File: src/rtl/core/c3x3_pkg.sv
// c3x3_pkg: shared types and constants of the 3x3 multichannel convolution
// used by c3x3_mac and conv3x3_same_pad_multichannel; no dependencies
`default_nettype none

package c3x3_pkg;

  // kernel geometry
  localparam int KDIM  = 3;
  localparam int KTAPS = KDIM * KDIM;

  // request types on the input channel
  localparam logic [1:0] REQ_COEF   = 2'd0;
  localparam logic [1:0] REQ_SAMPLE = 2'd1;
  localparam logic [1:0] REQ_PAD    = 2'd2;
  localparam logic [1:0] REQ_NONE   = 2'd3;

  // configuration register indexes
  localparam logic [2:0] CFG_WIDTH    = 3'd0;
  localparam logic [2:0] CFG_HEIGHT   = 3'd1;
  localparam logic [2:0] CFG_CHANNELS = 3'd2;
  localparam logic [2:0] CFG_SHIFT    = 3'd3;
  localparam logic [2:0] CFG_BIAS     = 3'd4;

  // sequencer states
  typedef enum logic [2:0] {
    S_IDLE,
    S_RUN,
    S_DRAIN,
    S_EMIT0,
    S_EMIT1
  } c3x3_state_e;

  // tap control that travels with the operands into the mac
  typedef struct packed {
    logic vld;
    logic use_tap;
    logic win;
  } c3x3_tap_t;

endpackage

`default_nettype wire

File: src/rtl/core/c3x3_mac.sv
// c3x3_mac: shared 16x16 multiply and two 32-bit wrapping accumulators
// depends on c3x3_pkg for the tap control struct
`default_nettype none

module c3x3_mac (
  input  wire logic                clk_i,
  input  wire logic                rst_ni,
  input  wire logic                clr_i,
  input  wire c3x3_pkg::c3x3_tap_t tap_i,
  input  wire logic signed [15:0]  line_i,
  input  wire logic signed [15:0]  coef_i,
  output logic [31:0]              acc0_o,
  output logic [31:0]              acc1_o
);

  logic signed [31:0] prod_q;
  logic               prod_vld_q;
  logic               prod_win_q;
  logic [31:0]        acc0_q, acc0_d;
  logic [31:0]        acc1_q, acc1_d;

  // product stage, masked taps contribute zero
  always_ff @(posedge clk_i or negedge rst_ni) begin
    if (!rst_ni) begin
      prod_vld_q <= 1'b0;
      prod_win_q <= 1'b0;
    end else begin
      prod_vld_q <= tap_i.vld;
      prod_win_q <= tap_i.win;
    end
  end

  always_ff @(posedge clk_i) begin
    prod_q <= tap_i.use_tap ? line_i * coef_i : 32'sd0;
  end

  // accumulate into the selected window sum
  always_comb begin
    acc0_d = acc0_q;
    acc1_d = acc1_q;
    if (clr_i) begin
      acc0_d = '0;
      acc1_d = '0;
    end else if (prod_vld_q) begin
      if (prod_win_q) begin
        acc1_d = acc1_q + prod_q;
      end else begin
        acc0_d = acc0_q + prod_q;
      end
    end
  end

  always_ff @(posedge clk_i or negedge rst_ni) begin
    if (!rst_ni) begin
      acc0_q <= '0;
      acc1_q <= '0;
    end else begin
      acc0_q <= acc0_d;
      acc1_q <= acc1_d;
    end
  end

  assign acc0_o = acc0_q;
  assign acc1_o = acc1_q;

endmodule

`default_nettype wire
File: config.mk
export PLATFORM = sky130hd
export DESIGN_NAME = c3x3_mac
export DESIGN_NICKNAME = d
export VERILOG_FILES = /design/src/rtl/core/c3x3_pkg.sv /design/src/rtl/core/c3x3_mac.sv
export SDC_FILE = /design/constraint.sdc
export NUM_CORES = 1
export LEC_CHECK = 0
export BUFFER_PORTS_ARGS = -buffer_cell sky130_fd_sc_hd__buf_2
export CAP_MARGIN = 10
export CORE_ASPECT_RATIO = 1.5
export CORE_MARGIN = 10
export CORE_UTILIZATION = 46
export DETAILED_ROUTE_END_ITERATION = 10
export PLACE_DENSITY_LB_ADDON = 0.15
export SLEW_MARGIN = 20
export SYNTH_ARGS = -nofsm -noshare
export SYNTH_HDL_FRONTEND = slang
export SYNTH_SLANG_ARGS = --single-unit
export TNS_END_PERCENT = 50
File: constraint.sdc
create_clock -name clk_i -period 2.82 [get_ports clk_i]
set_clock_uncertainty 0.15 [all_clocks]
set_input_delay 0.564 -clock clk_i [delete_from_list [all_inputs] [get_ports clk_i]]
set_output_delay 0.564 -clock clk_i [all_outputs]
set_load 0.03 [all_outputs]
# Yosys cells after proc, flatten, opt, wreduce, memory -nomap -nowiden
# Cells that the tools add are included.
[totals] reg_bits=98 latchBits=0 memories=0 out_inout_bits=64 elab_cells=19 ram_bits=0 rom_bits=0 input_bits=38
[op_classes] mul=1 magnitude_cmp=0 shifts=0 n_addsub=2 n_eq_ne=1 bitwise_logic=0 n_mux=6 div_mod_pow=0 n_reduce_logical=4
[op_table] cell="$mux W32" n=6
[op_table] cell="$add A32 B32 Y32" n=2
[op_table] cell="$mul A16 B16 Y32" n=1
[op_table] cell="$reduce_and A2 Y1" n=2
[op_table] cell="$reduce_bool A2 Y1" n=2
[op_table] cell="$ne A2 B2 Y1 const B" n=1

# Depth between registers and ports, before layout
# Gate-level depths: netlist of run 1.
[logic_depth] word_depth=4 mapped_depth=25 mapped_depth_nobuf=24

# Least setup slack after synthesis of run 1
# Ideal clock, no wire load.
[synth_timing] path_type="input-to-reg" start="input port coef_i[7]" end="register prod_q[24]" arrival_ns=6.182 cell_stages=23 path_buffers=2 setup_slack_ns=-3.627 setup_ns=0.115 required_ns=2.555 path_cell_list="clkbuf_1 > nand2_1 > fa_1 > inv_1 > fa_1 > inv_1 > fa_1 > inv_1 > fa_1 > fa_1 > inv_1 > fa_1 > inv_1 > ha_1 > clkbuf_1 > a21oi_1 > or4b_2 > o211ai_1 > a21oi_1 > o21ai_0 > o21ai_0 > xor2_1 > and2_1"
[synth_between] elab_chain_cells=1
[synth_lines] element="start: declaration" line="c3x3_mac.sv:11" source="input wire logic signed [15:0] coef_i,"
[synth_lines] element="$mul A16 B16 Y32" line="c3x3_mac.sv:34" source="prod_q <= tap_i.use_tap ? line_i * coef_i : 32'sd0;"
[synth_lines] element="end signal: assignment" line="c3x3_mac.sv:34"
[synth_lines] element="end: declaration" line="c3x3_mac.sv:16" source="logic signed [31:0] prod_q;"
# Every way passes these cells.
# A chain may end at the register's enable or synchronous reset.

# Final worst setup path of run 1
[layout_timing] start="input port line_i[3]" end="register prod_q[24]"
[layout_between] elab_chain_cells=1
[layout_lines] element="start: declaration" line="c3x3_mac.sv:10" source="input wire logic signed [15:0] line_i,"
[layout_lines] element="$mul A16 B16 Y32" line="c3x3_mac.sv:34"
# Every way passes these cells.

==> qor.txt, run 1 <==
OUTCOME
--------------------------------------------------------------------------------
Outcome                                                             finished with violations
Violations in the final reports                                     negative setup slack

SETUP PATH
--------------------------------------------------------------------------------
Largest stage delay on the critical path                                 0.55 ns
Cell family contributing the most delay on the critical path         adder cells
Critical Path Source Type                                           primary input
Largest fanout of any net on the critical path                                 7
Endpoint class of the critical path                                     register
Arrival @ worst endpoint                                                 5.91 ns
Register-to-register path setup slack                                   -0.21 ns
Cell count of the worst reg-to-reg path                                       11
Crit Path Category                                                        in2reg
Reg-to-reg critical path startpoint                                    acc1_o[0]
Reg2reg end                                                           acc1_o[31]
Cell seen most often among critical-path stages                     sky130_fd_sc_hd__fa_1
Ordered list of cells on the worst path                             buf_12 -> and2_4 -> fa_1 -> inv_2 -> fa_1 -> inv_2 -> fa_1 -> fa_1 -> fa_1 -> inv_1 -> fa_1 -> inv_2 -> ha_4 -> a21oi_4 -> or4b_4 -> o211ai_1 -> buf_4 -> a21oi_4 -> o21ai_2 -> o21ai_1 -> xor2_1 -> and2_1
Required time at the worst-slack endpoint                                2.93 ns
Worst path slowest cell                                             sky130_fd_sc_hd__fa_1
Worst Path Buf+Inv                                                             6

YOSYS
--------------------------------------------------------------------------------
Largest area contributor in the synthesized netlist                 sky130_fd_sc_hd__fa_1
Synthesis warning total                                                        0
Proportion of netlist area held by the largest area contributor           32.43%
Number of instances in the synthesized netlist                             1,846
Flops & latches, synth                                                        98
Number of enable-type register cells in the synthesized netlist                0
Part of the Yosys area used for sequential elements                       14.06%
Async set-or-reset flop fraction in the synthesized netlist               67.35%
Synthesized netlist net count                                              2,292
Synthesized area per cell                                              8.829 um2
Cell variety after synth                                                      63
Post-Synthesis Cell Area                                             0.01630 mm2
Synth top area cells                                                sky130_fd_sc_hd__fa_1 (32%), sky130_fd_sc_hd__ha_1 (11%), sky130_fd_sc_hd__dfrtp_1 (10%), sky130_fd_sc_hd__inv_1 (7.0%), sky130_fd_sc_hd__and2_1 (5.8%)
Top flip-flop cell by instance count after synthesis                sky130_fd_sc_hd__dfrtp_1

FLOORPLANNING
--------------------------------------------------------------------------------
Die boundary width                                                      173.7 um
Area of the die                                                      0.04352 mm2
Die span in y                                                           250.5 um
Effective utilization at floorplan                                        46.57%
Site row count                                                                84
Boundary Pins                                                                102
Core Area                                                            0.03500 mm2

CELLS AND AREA
--------------------------------------------------------------------------------
Multi-input gate area                                                0.01371 mm2
Fillcell total                                                             3,058
Layout area overhead                                                      31.41%
Fraction of final layout cells sized beyond drive strength 1              30.83%
Highest-count cells in the layout ignoring fill and taps            sky130_fd_sc_hd__inv_1 (273), sky130_fd_sc_hd__buf_4 (257), sky130_fd_sc_hd__fa_1 (231)
Most common cell after layout, fill and taps aside                  sky130_fd_sc_hd__inv_1
Number of antenna diodes                                                       0
Area used by sequential logic in the layout                         0.002302 mm2
NumNets Final                                                              2,653

CTS
--------------------------------------------------------------------------------
Clock root buffer                                                   sky130_fd_sc_hd__clkbuf_16
Hold_buf cts                                                                   0
Deepest level of the CTS H-tree                                                3
Clock transition at the registers of the reported paths                  0.07 ns
Clk Latency, worst-skew pair                                             0.36 ns
Inserted Clock Buffers                                                         9
Clk sinks                                                                     98
CTS tree                                                                   built
CTS Buffer Depth                                                               2

PLACEMENT
--------------------------------------------------------------------------------
I/O Buffers                                                                  101
Final Wtd Congestion                                                      0.9156
Placed wire-length estimate                                            37,540 um

TIMING
--------------------------------------------------------------------------------
Part of the cycle the worst path needs                                    205.8%
Worst Tran Pin Value                                                   0.5492 ns
Highest Clock Rate                                                     172.3 MHz
Pins Over Slew Limit                                                           0
Count of final hold-check violations                                           0
Unrepaired setup endpoints after global routing                             true
Setup violations, final                                                       40
Worst Slack Setup Final                                                -2.984 ns
Min Hold Slack                                                        0.01952 ns
Fin crit period                                                         5.804 ns
Worst rel slew slack                                                      63.30%

GLOBAL ROUTING
--------------------------------------------------------------------------------
Remaining global-route overflow                                                0
Via count of the first global-routing pass                                14,995
Largest net degree at the start of global routing                             37
Wire length of the first global-routing pass                           73,670 um
Gr usage total                                                            20.44%
Number of antenna violations at the first check in global routing              0

DRT
--------------------------------------------------------------------------------
Avg Vias per Cell                                                          5.139
DR vias                                                                   13,798
Routed WL                                                              44,640 um
DR pass1 iterations                                                            5
Remaining antenna violation count                                              0
DR iter-0 viols                                                              538
Post-detailed-route wirelength per cell                                 16.62 um
DRC Markers                                                                    0

FLOW RUN
--------------------------------------------------------------------------------
Max Cap Viol                                                                   0

WORST HOLD PATH
--------------------------------------------------------------------------------
Class of the tightest hold or removal check                             in2async

## cell families after synthesis
kind of cell,Yosys count,synth area share (%)
muxes,2,0.1382
DFF,98,14.06
AOI/OAI and AO/OA,329,12.74
xor gates and xnor gates,76,4.084
adders and majority gates,408,43.48
buffers and inverters,370,8.521
and+or+nand+nor,563,16.97
## layer usage
| metal | up-vias | track usage (%) | part of all wire, % | wire, um |
|---|---|---|---|---|
| met5 | - | 0 | 0 | 0 |
| met4 | 0 | 6.539 | 3.0 | 1321 |
| met3 | 72 | 2.259 | 2.8 | 1240 |
| met2 | 247 | 39.14 | 55 | 24350 |
| met1 | 6851 | 22.96 | 40 | 17730 |
| li1 | 6628 | - | - | - |
## worst register-to-register path: stages, from the launching register on
cell and delay [ns]:
sky130_fd_sc_hd__dfrtp_1 0.40, sky130_fd_sc_hd__ha_2 0.22, sky130_fd_sc_hd__buf_6 0.12, sky130_fd_sc_hd__a211oi_4 0.21
sky130_fd_sc_hd__o21bai_2 0.10, sky130_fd_sc_hd__a211oi_2 0.33, sky130_fd_sc_hd__o211ai_1 0.24, sky130_fd_sc_hd__a41o_1 0.33
sky130_fd_sc_hd__o21bai_2 0.18, sky130_fd_sc_hd__nor3_1 0.06, sky130_fd_sc_hd__and4b_1 0.26, sky130_fd_sc_hd__mux2_4 0.30
## synth_stat cells, types with 5 or more instances
library cell / instances
sky130_fd_sc_hd__xnor2_1: 55
sky130_fd_sc_hd__xor2_1: 21
sky130_fd_sc_hd__a211oi_1: 19
sky130_fd_sc_hd__and3_1: 12
sky130_fd_sc_hd__o21bai_1: 9
sky130_fd_sc_hd__nand4_1: 10
sky130_fd_sc_hd__a21boi_0: 5
sky130_fd_sc_hd__nor3_1: 14
sky130_fd_sc_hd__nand2_1: 237
sky130_fd_sc_hd__dfrtp_1: 66
sky130_fd_sc_hd__nand3_1: 19
sky130_fd_sc_hd__a31oi_1: 6
sky130_fd_sc_hd__o21a_1: 14
sky130_fd_sc_hd__and2_1: 151
sky130_fd_sc_hd__o21ai_0: 56
sky130_fd_sc_hd__o31ai_1: 5
sky130_fd_sc_hd__nand2b_1: 17
sky130_fd_sc_hd__o211ai_1: 9
sky130_fd_sc_hd__a21oi_1: 123
sky130_fd_sc_hd__ha_1: 144
sky130_fd_sc_hd__nor2_1: 65
sky130_fd_sc_hd__fa_1: 264
sky130_fd_sc_hd__clkbuf_1: 59
sky130_fd_sc_hd__or3_1: 10
sky130_fd_sc_hd__dfxtp_1: 32
sky130_fd_sc_hd__nor2b_1: 5
sky130_fd_sc_hd__a21o_1: 40
sky130_fd_sc_hd__inv_1: 306
## sequential cells by signal (all words and copies together), names as in the netlist
name        flops
acc0_o         32
acc1_o         32
prod_q         32
prod_vld_q      1
prod_win_q      1
## cell type report
class | count | area share (%)
tap | 473 | 2.763
multi-input combinational | 1378 | 63.99
timing repair buffer | 413 | 15.73
sequential | 98 | 10.75
clock buffer | 12 | 1.198
inverter | 307 | 5.410
clock inverter | 4 | 0.1636
## metrics by stage
step / setup WS (ns) / TNS, ns / util, % / std cells / area (um2)
after floorplan: -3.178 / -68.43 / - / 1846 / 16800
after global placement: -3.458 / -84.69 / 55.81 / 2631 / 19530
after detailed placement: -3.511 / -86.71 / 55.81 / 2631 / 19530
after CTS: -2.998 / -66.84 / 59.35 / 2667 / 20770
after global routing: -3.143 / -71.97 / 61.20 / 2685 / 21420
final: -2.984 / -65.12 / 61.20 / 2685 / 21420
## what timing repair did
item	CTS	global route
gates cloned	1	1
pin swaps	111	135
resized for setup	209	140
setup endpoints to repair	64	62
endpoints found under the hold margin	0	0
buffers inserted	20	18
## worst max path at each step
stage / to / cells after the start / from
5_1_grt: prod_q[31] / 21 / line_i[13]
4_1_cts: prod_q[24] / 22 / line_i[11]
2_1_floorplan: prod_q[24] / 22 / line_i[5]
3_3_place_gp: prod_q[24] / 21 / coef_i[4]
3_5_place_dp: prod_q[24] / 21 / coef_i[4]
6_report: prod_q[24] / 22 / line_i[3]
Power of run 1 is left out: the tool's default activity adds up to more than one toggle a clock period on the data nets, which glitch-free logic cannot reach.
==> run 2, diff against run 1 <==
==> constraint.sdc (replaced) <==
create_clock -name clk_i -period 6.92 [get_ports clk_i]
set_clock_uncertainty 0.15 [all_clocks]
set_input_delay 1.384 -clock clk_i [delete_from_list [all_inputs] [get_ports clk_i]]
set_output_delay 1.384 -clock clk_i [all_outputs]
set_load 0.03 [all_outputs]
==> run 2 against run 1 <==
Effect of this change:
- the run now ends clean
- design area decreased by 12%
- non-clock buffer count fell by 174
- sequential cell count is the same
- critical path depth is 1 higher
- clock-buffer cell count decreased by 1
- cell count is 6.5% lower
- setup slack better by 3.1 ns
- hold slack improved by 0.38 ns
- critical endpoint is now prod_q[31]
- largest cell class unchanged
- wire length is 7.3% lower
- via count down 5.8%
==> qor.txt, run 2 (synthesis gave the netlist of run 1 again) <==
CELLS AND AREA
-----------------------------------------------------------------------------------
Number of antenna diodes                                                          0
Fillcell total                                                                3,313
NumNets Final                                                                 2,479
Layout area overhead                                                         15.22%
Area used by sequential logic in the layout                            0.002292 mm2
Count of placed standard cells in the final layout, fillers left out          2,511
Most common cell after layout, fill and taps aside                     sky130_fd_sc_hd__inv_1
Multi-input gate area                                                   0.01275 mm2
Highest-count cells in the layout ignoring fill and taps               sky130_fd_sc_hd__inv_1 (305), sky130_fd_sc_hd__fa_1 (253), sky130_fd_sc_hd__nand2_1 (235)
Fraction of final layout cells sized beyond drive strength 1                 14.72%

SETUP PATH
-----------------------------------------------------------------------------------
Worst path slowest cell                                                sky130_fd_sc_hd__fa_1
Largest stage delay on the critical path                                    0.59 ns
Crit Path Category                                                           in2reg
Cell seen most often among critical-path stages                        sky130_fd_sc_hd__fa_1
Endpoint class of the critical path                                        register
Worst Path Buf+Inv                                                                6
Arrival @ worst endpoint                                                    6.86 ns
Required time at the worst-slack endpoint                                   7.02 ns
Largest fanout of any net on the critical path                                    8
Ordered list of cells on the worst path                                clkbuf_4 -> buf_4 -> and2_1 -> fa_1 -> fa_1 -> fa_1 -> fa_1 -> fa_1 -> inv_1 -> fa_1 -> inv_1 -> ha_1 -> nand4_1 -> nor2_1 -> buf_4 -> and3_1 -> a31oi_1 -> o21ai_1 -> buf_4 -> o211ai_1 -> a21oi_1 -> xnor2_1 -> and2_1
Critical Path Source Type                                              primary input
Cell family contributing the most delay on the critical path            adder cells

OUTCOME
-----------------------------------------------------------------------------------
Outcome                                                                complete, no violations

GLOBAL ROUTING
-----------------------------------------------------------------------------------
Remaining global-route overflow                                                   0
Wire length of the first global-routing pass                              69,980 um
Number of antenna violations at the first check in global routing                 1
Gr usage total                                                               19.40%
Via count of the first global-routing pass                                   14,045
Largest net degree at the start of global routing                                67

TIMING
-----------------------------------------------------------------------------------
Highest Clock Rate                                                        148.0 MHz
Fin crit period                                                            6.755 ns
Count of final hold-check violations                                              0
Worst Tran Pin Value                                                      0.9054 ns
Setup violations, final                                                           0
Worst Slack Setup Final                                                   0.1647 ns
Worst rel slew slack                                                         39.64%
Part of the cycle the worst path needs                                       97.62%
Min Hold Slack                                                            0.4004 ns
Pins Over Slew Limit                                                              0

PLACEMENT
-----------------------------------------------------------------------------------
Pre-CTS setup slack                                                      -0.4055 ns
Cell count after placement                                                    2,488
Final Wtd Congestion                                                         0.9525
Placed wire-length estimate                                               35,950 um
I/O Buffers                                                                     101

DRT
-----------------------------------------------------------------------------------
DR iter-0 viols                                                                 755
DR vias                                                                      13,004
Post-detailed-route wirelength per cell                                    16.48 um
Routed WL                                                                 41,380 um
Remaining antenna violation count                                                 0
DR pass1 iterations                                                               7
Avg Vias per Cell                                                             5.179
DRC Markers                                                                       0

CTS
-----------------------------------------------------------------------------------
Hold_buf cts                                                                      0
Deepest level of the CTS H-tree                                                   3
Clk sinks                                                                        98
Clk Latency, worst-skew pair                                                0.36 ns
CTS tree                                                                      built
Clock root buffer                                                      sky130_fd_sc_hd__clkbuf_16
CTS Buffer Depth                                                                  2
Inserted Clock Buffers                                                            9
Clock transition at the registers of the reported paths                     0.07 ns

FLOORPLANNING
-----------------------------------------------------------------------------------
Die boundary width                                                         173.7 um
Core Area                                                               0.03500 mm2
Site row count                                                                   84
Effective utilization at floorplan                                           46.57%
Die span in y                                                              250.5 um
Area of the die                                                         0.04352 mm2
Boundary Pins                                                                   102

FLOW RUN
-----------------------------------------------------------------------------------
Max Cap Viol                                                                      0

WORST HOLD PATH
-----------------------------------------------------------------------------------
Class of the tightest hold or removal check                                 reg2reg

==> run 2: changes by cell type in the layout (fill, tap and decap cells not counted), sizes merged <==
cell / before / now
clkinvlp: 1 / 2
buf: 411 / 230
clkbuf: 14 / 20
==> run 2: area by class of cell <==
class	instances	area share [%]
inverter	307	6.136
clock inverter	5	0.1599
clock buffer	11	1.293
multi-input combinational	1378	67.92
tap	473	3.151
sequential	98	12.21
timing repair buffer	239	9.135
==> run 2: worst register-to-register path, cell delays in order (launching register included) <==
cell and delay [ns]:
sky130_fd_sc_hd__dfrtp_1 0.41, sky130_fd_sc_hd__ha_1 0.34, sky130_fd_sc_hd__nor3_1 0.08, sky130_fd_sc_hd__nor3b_1 0.51, sky130_fd_sc_hd__nand3_1 0.36, sky130_fd_sc_hd__a211oi_1 0.59, sky130_fd_sc_hd__o31ai_1 0.19, sky130_fd_sc_hd__o21ai_0 0.38
sky130_fd_sc_hd__nand2_1 0.15, sky130_fd_sc_hd__o2111ai_1 0.13, sky130_fd_sc_hd__nand3_1 0.10
==> run 2: per-layer routing <==
layer,GRT usage (%),part of all wire (%)
met2,36.39,53
met3,2.018,2.6
met5,0,0.017
met1,22.74,42
met4,5.609,2.2
==> run 2: repair_timing <==
| item | in CTS | in global routing |
|---|---|---|
| pin swaps | 1 | 37 |
| endpoints found under the setup margin | 1 | 12 |
| setup buffers | 1 | 6 |
| resized for setup | 0 | 61 |
==> run 2: final timing paths <==
check,from,to,slack (ns),depth (start not counted)
setup reg to reg,acc0_o[5],acc0_o[31],3.41,10
setup / recovery,line_i[10],prod_q[31],0.16,23
hold reg to reg,acc0_o[16],acc0_o[16],0.40,2
max in group asynchronous,rst_ni,acc1_o[21],4.94,2
min in group asynchronous,rst_ni,acc0_o[9],1.06,2
hold / removal,acc0_o[16],acc0_o[16],0.40,2
==> run 2: through the flow <==
step                area (um2)     TNS, ns  util, %
floorplan                16360           0        -
global placement         18280      -2.411    52.22
detailed placement       18280      -3.248    52.22
CTS                      18560           0    53.02
global route             18780  -0.0004232    53.66
finish                   18780           0    53.66
Power of run 2 is left out for the same reason.
==> run 3, diff against run 2 <==
--- a/config.mk
+++ b/config.mk
@@ -8,10 +8,10 @@
 export BUFFER_PORTS_ARGS = -buffer_cell sky130_fd_sc_hd__buf_2
 export CAP_MARGIN = 10
 export CORE_ASPECT_RATIO = 1.5
-export CORE_MARGIN = 10
+export CORE_MARGIN = 2
 export CORE_UTILIZATION = 46
 export DETAILED_ROUTE_END_ITERATION = 10
-export PLACE_DENSITY_LB_ADDON = 0.15
+export PLACE_DENSITY = 0.62
 export SLEW_MARGIN = 20
 export SYNTH_ARGS = -nofsm -noshare
 export SYNTH_HDL_FRONTEND = slang
==> run 3 against run 2 <==
Effect of this change:
- first-iteration DRC count is 22% lower
- critical path depth is 2 lower
- sequential share of layout area about the same
- cell count did not move
==> qor.txt, run 3 (synthesis gave the netlist of run 1 again) <==
CTS
-----------------------------------------------------------------------------------
Clk Latency, worst-skew pair                                                0.37 ns
CTS tree                                                                      built
Hold_buf cts                                                                      0
CTS Buffer Depth                                                                  2
Deepest level of the CTS H-tree                                                   3
Clock transition at the registers of the reported paths                     0.07 ns
Clock root buffer                                                      sky130_fd_sc_hd__clkbuf_16
Inserted Clock Buffers                                                            9
Clk sinks                                                                        98

DRT
-----------------------------------------------------------------------------------
DR iter-0 viols                                                                 586
DRC Markers                                                                       0
Remaining antenna violation count                                                 0
Post-detailed-route wirelength per cell                                    16.14 um
DR pass1 iterations                                                               5
DR vias                                                                      13,031
Avg Vias per Cell                                                             5.190
Routed WL                                                                 40,530 um

FLOORPLANNING
-----------------------------------------------------------------------------------
Core Area                                                               0.03500 mm2
Effective utilization at floorplan                                           46.57%
Boundary Pins                                                                   102
Area of the die                                                         0.03698 mm2
Die boundary width                                                         157.7 um
Site row count                                                                   84
Die span in y                                                              234.5 um

CELLS AND AREA
-----------------------------------------------------------------------------------
Finished layout cell area                                               0.01878 mm2
NumNets Final                                                                 2,479
Fraction of final layout cells sized beyond drive strength 1                 14.92%
Most common cell after layout, fill and taps aside                     sky130_fd_sc_hd__inv_1
Highest-count cells in the layout ignoring fill and taps               sky130_fd_sc_hd__inv_1 (300), sky130_fd_sc_hd__fa_1 (257), sky130_fd_sc_hd__nand2_1 (236)
Layout area overhead                                                         15.25%
Count of placed standard cells in the final layout, fillers left out          2,511
Number of antenna diodes                                                          0

TIMING
-----------------------------------------------------------------------------------
Worst rel slew slack                                                         39.92%
Worst Slack Setup Final                                                  0.07825 ns
Pins Over Slew Limit                                                              0
Unrepaired setup endpoints after global routing                                true
Part of the cycle the worst path needs                                       98.87%
Highest Clock Rate                                                        146.2 MHz
Min Hold Slack                                                            0.3970 ns
Worst Tran Pin Value                                                      0.9013 ns
Fin crit period                                                            6.842 ns
Setup violations, final                                                           0
Count of final hold-check violations                                              0

SETUP PATH
-----------------------------------------------------------------------------------
Reg2reg end                                                              acc1_o[24]
Reg-to-reg critical path startpoint                                       acc1_o[0]
Crit Path Category                                                           in2reg
Cell count of the worst reg-to-reg path                                          11
Required time at the worst-slack endpoint                                   7.03 ns
Critical Path Source Type                                              primary input
Arrival @ worst endpoint                                                    6.95 ns
Register-to-register path setup slack                                       3.39 ns
Largest fanout of any net on the critical path                                   10
Endpoint class of the critical path                                        register

GLOBAL ROUTING
-----------------------------------------------------------------------------------
Via count of the first global-routing pass                                   13,862
Largest net degree at the start of global routing                                67
Remaining global-route overflow                                                   0
Wire length of the first global-routing pass                              67,950 um
Number of antenna violations at the first check in global routing                 0
Gr usage total                                                               23.00%

PLACEMENT
-----------------------------------------------------------------------------------
Placed wire-length estimate                                               34,590 um
I/O Buffers                                                                     101
Placed Instance Area                                                    0.01828 mm2
Cell count after placement                                                    2,491
Final Wtd Congestion                                                         0.8927
Pre-CTS setup slack                                                      -0.4131 ns

OUTCOME
-----------------------------------------------------------------------------------
Outcome                                                                complete, no violations

WORST HOLD PATH
-----------------------------------------------------------------------------------
Worst Hold End                                                           acc0_o[12]
Class of the tightest hold or removal check                                 reg2reg
Instance count along the most critical hold path                                  2
Startpoint of the tightest hold check path                               acc0_o[12]

FLOW RUN
-----------------------------------------------------------------------------------
Max Cap Viol                                                                      0

run 3: changes by cell type in the layout (fill, tap and decap cells not counted), sizes merged:
cell | previous run | this run
buf | 230 | 231
clkbuf | 20 | 23
clkinv | 4 | 2
clkinvlp | 2 | 0
run 3: critical path, stage by stage:
cell and delay, ns:
sky130_fd_sc_hd__buf_4 0.15, sky130_fd_sc_hd__and2_1 0.18, sky130_fd_sc_hd__fa_1 0.53, sky130_fd_sc_hd__inv_1 0.06, sky130_fd_sc_hd__fa_1 0.49, sky130_fd_sc_hd__fa_1 0.44
sky130_fd_sc_hd__fa_1 0.55, sky130_fd_sc_hd__inv_1 0.05, sky130_fd_sc_hd__fa_1 0.45, sky130_fd_sc_hd__fa_1 0.58, sky130_fd_sc_hd__ha_4 0.23, sky130_fd_sc_hd__a21oi_2 0.10
sky130_fd_sc_hd__o21ai_1 0.09, sky130_fd_sc_hd__or4b_4 0.52, sky130_fd_sc_hd__o211ai_1 0.31, sky130_fd_sc_hd__buf_4 0.19, sky130_fd_sc_hd__a21oi_4 0.06, sky130_fd_sc_hd__o21ai_2 0.20
sky130_fd_sc_hd__o21ai_2 0.08, sky130_fd_sc_hd__xor2_1 0.14, sky130_fd_sc_hd__and2_1 0.15
run 3: cell type report:
cell class,instances,area [um2]
clock buffers,15,289.0
clock inverters,1,8.758
inverters,307,1152
well taps,473,591.8
flip-flops and latches,98,2292
fillers,3258,16210
repair buffers,239,1678
multi-input cells,1378,12770
run 3: how the worst max path moves through the flow:
| stage | startpoint | slack (ns) | end | cells past startpoint |
|---|---|---|---|---|
| 2_1_floorplan | line_i[15] | 0.003 | prod_q[29] | 19 |
| 3_3_place_gp | coef_i[4] | -0.30 | prod_q[24] | 21 |
| 3_5_place_dp | coef_i[4] | -0.41 | prod_q[24] | 21 |
| 4_1_cts | coef_i[4] | 0.005 | prod_q[24] | 21 |
| 5_1_grt | line_i[7] | -0.10 | prod_q[24] | 22 |
| 6_report | coef_i[4] | 0.08 | prod_q[24] | 21 |
run 3: what timing repair did:
| action | 4_1_cts | 5_1_grt |
|---|---|---|
| endpoints found under the setup margin | 1 | 12 |
| pin swaps | 1 | 27 |
| setup buffers | 0 | 4 |
| resized for setup | 0 | 63 |
run 3: metal layers:
metal	routed length [um]	track usage (%)	share of wire (%)
met3	1384	2.135	3.4
met1	16530	27.37	41
met2	21670	43.42	53
met5	0	0	0
met4	944	6.903	2.3
run 3: metrics by stage:
step	util (%)	TNS [ns]
5_1_grt	53.67	-0.3329
2_1_floorplan	-	0
3_5_place_dp	52.22	-3.865
3_3_place_gp	52.22	-2.763
6_report	53.67	0
4_1_cts	53.07	0
Power of run 3 is left out for the same reason.
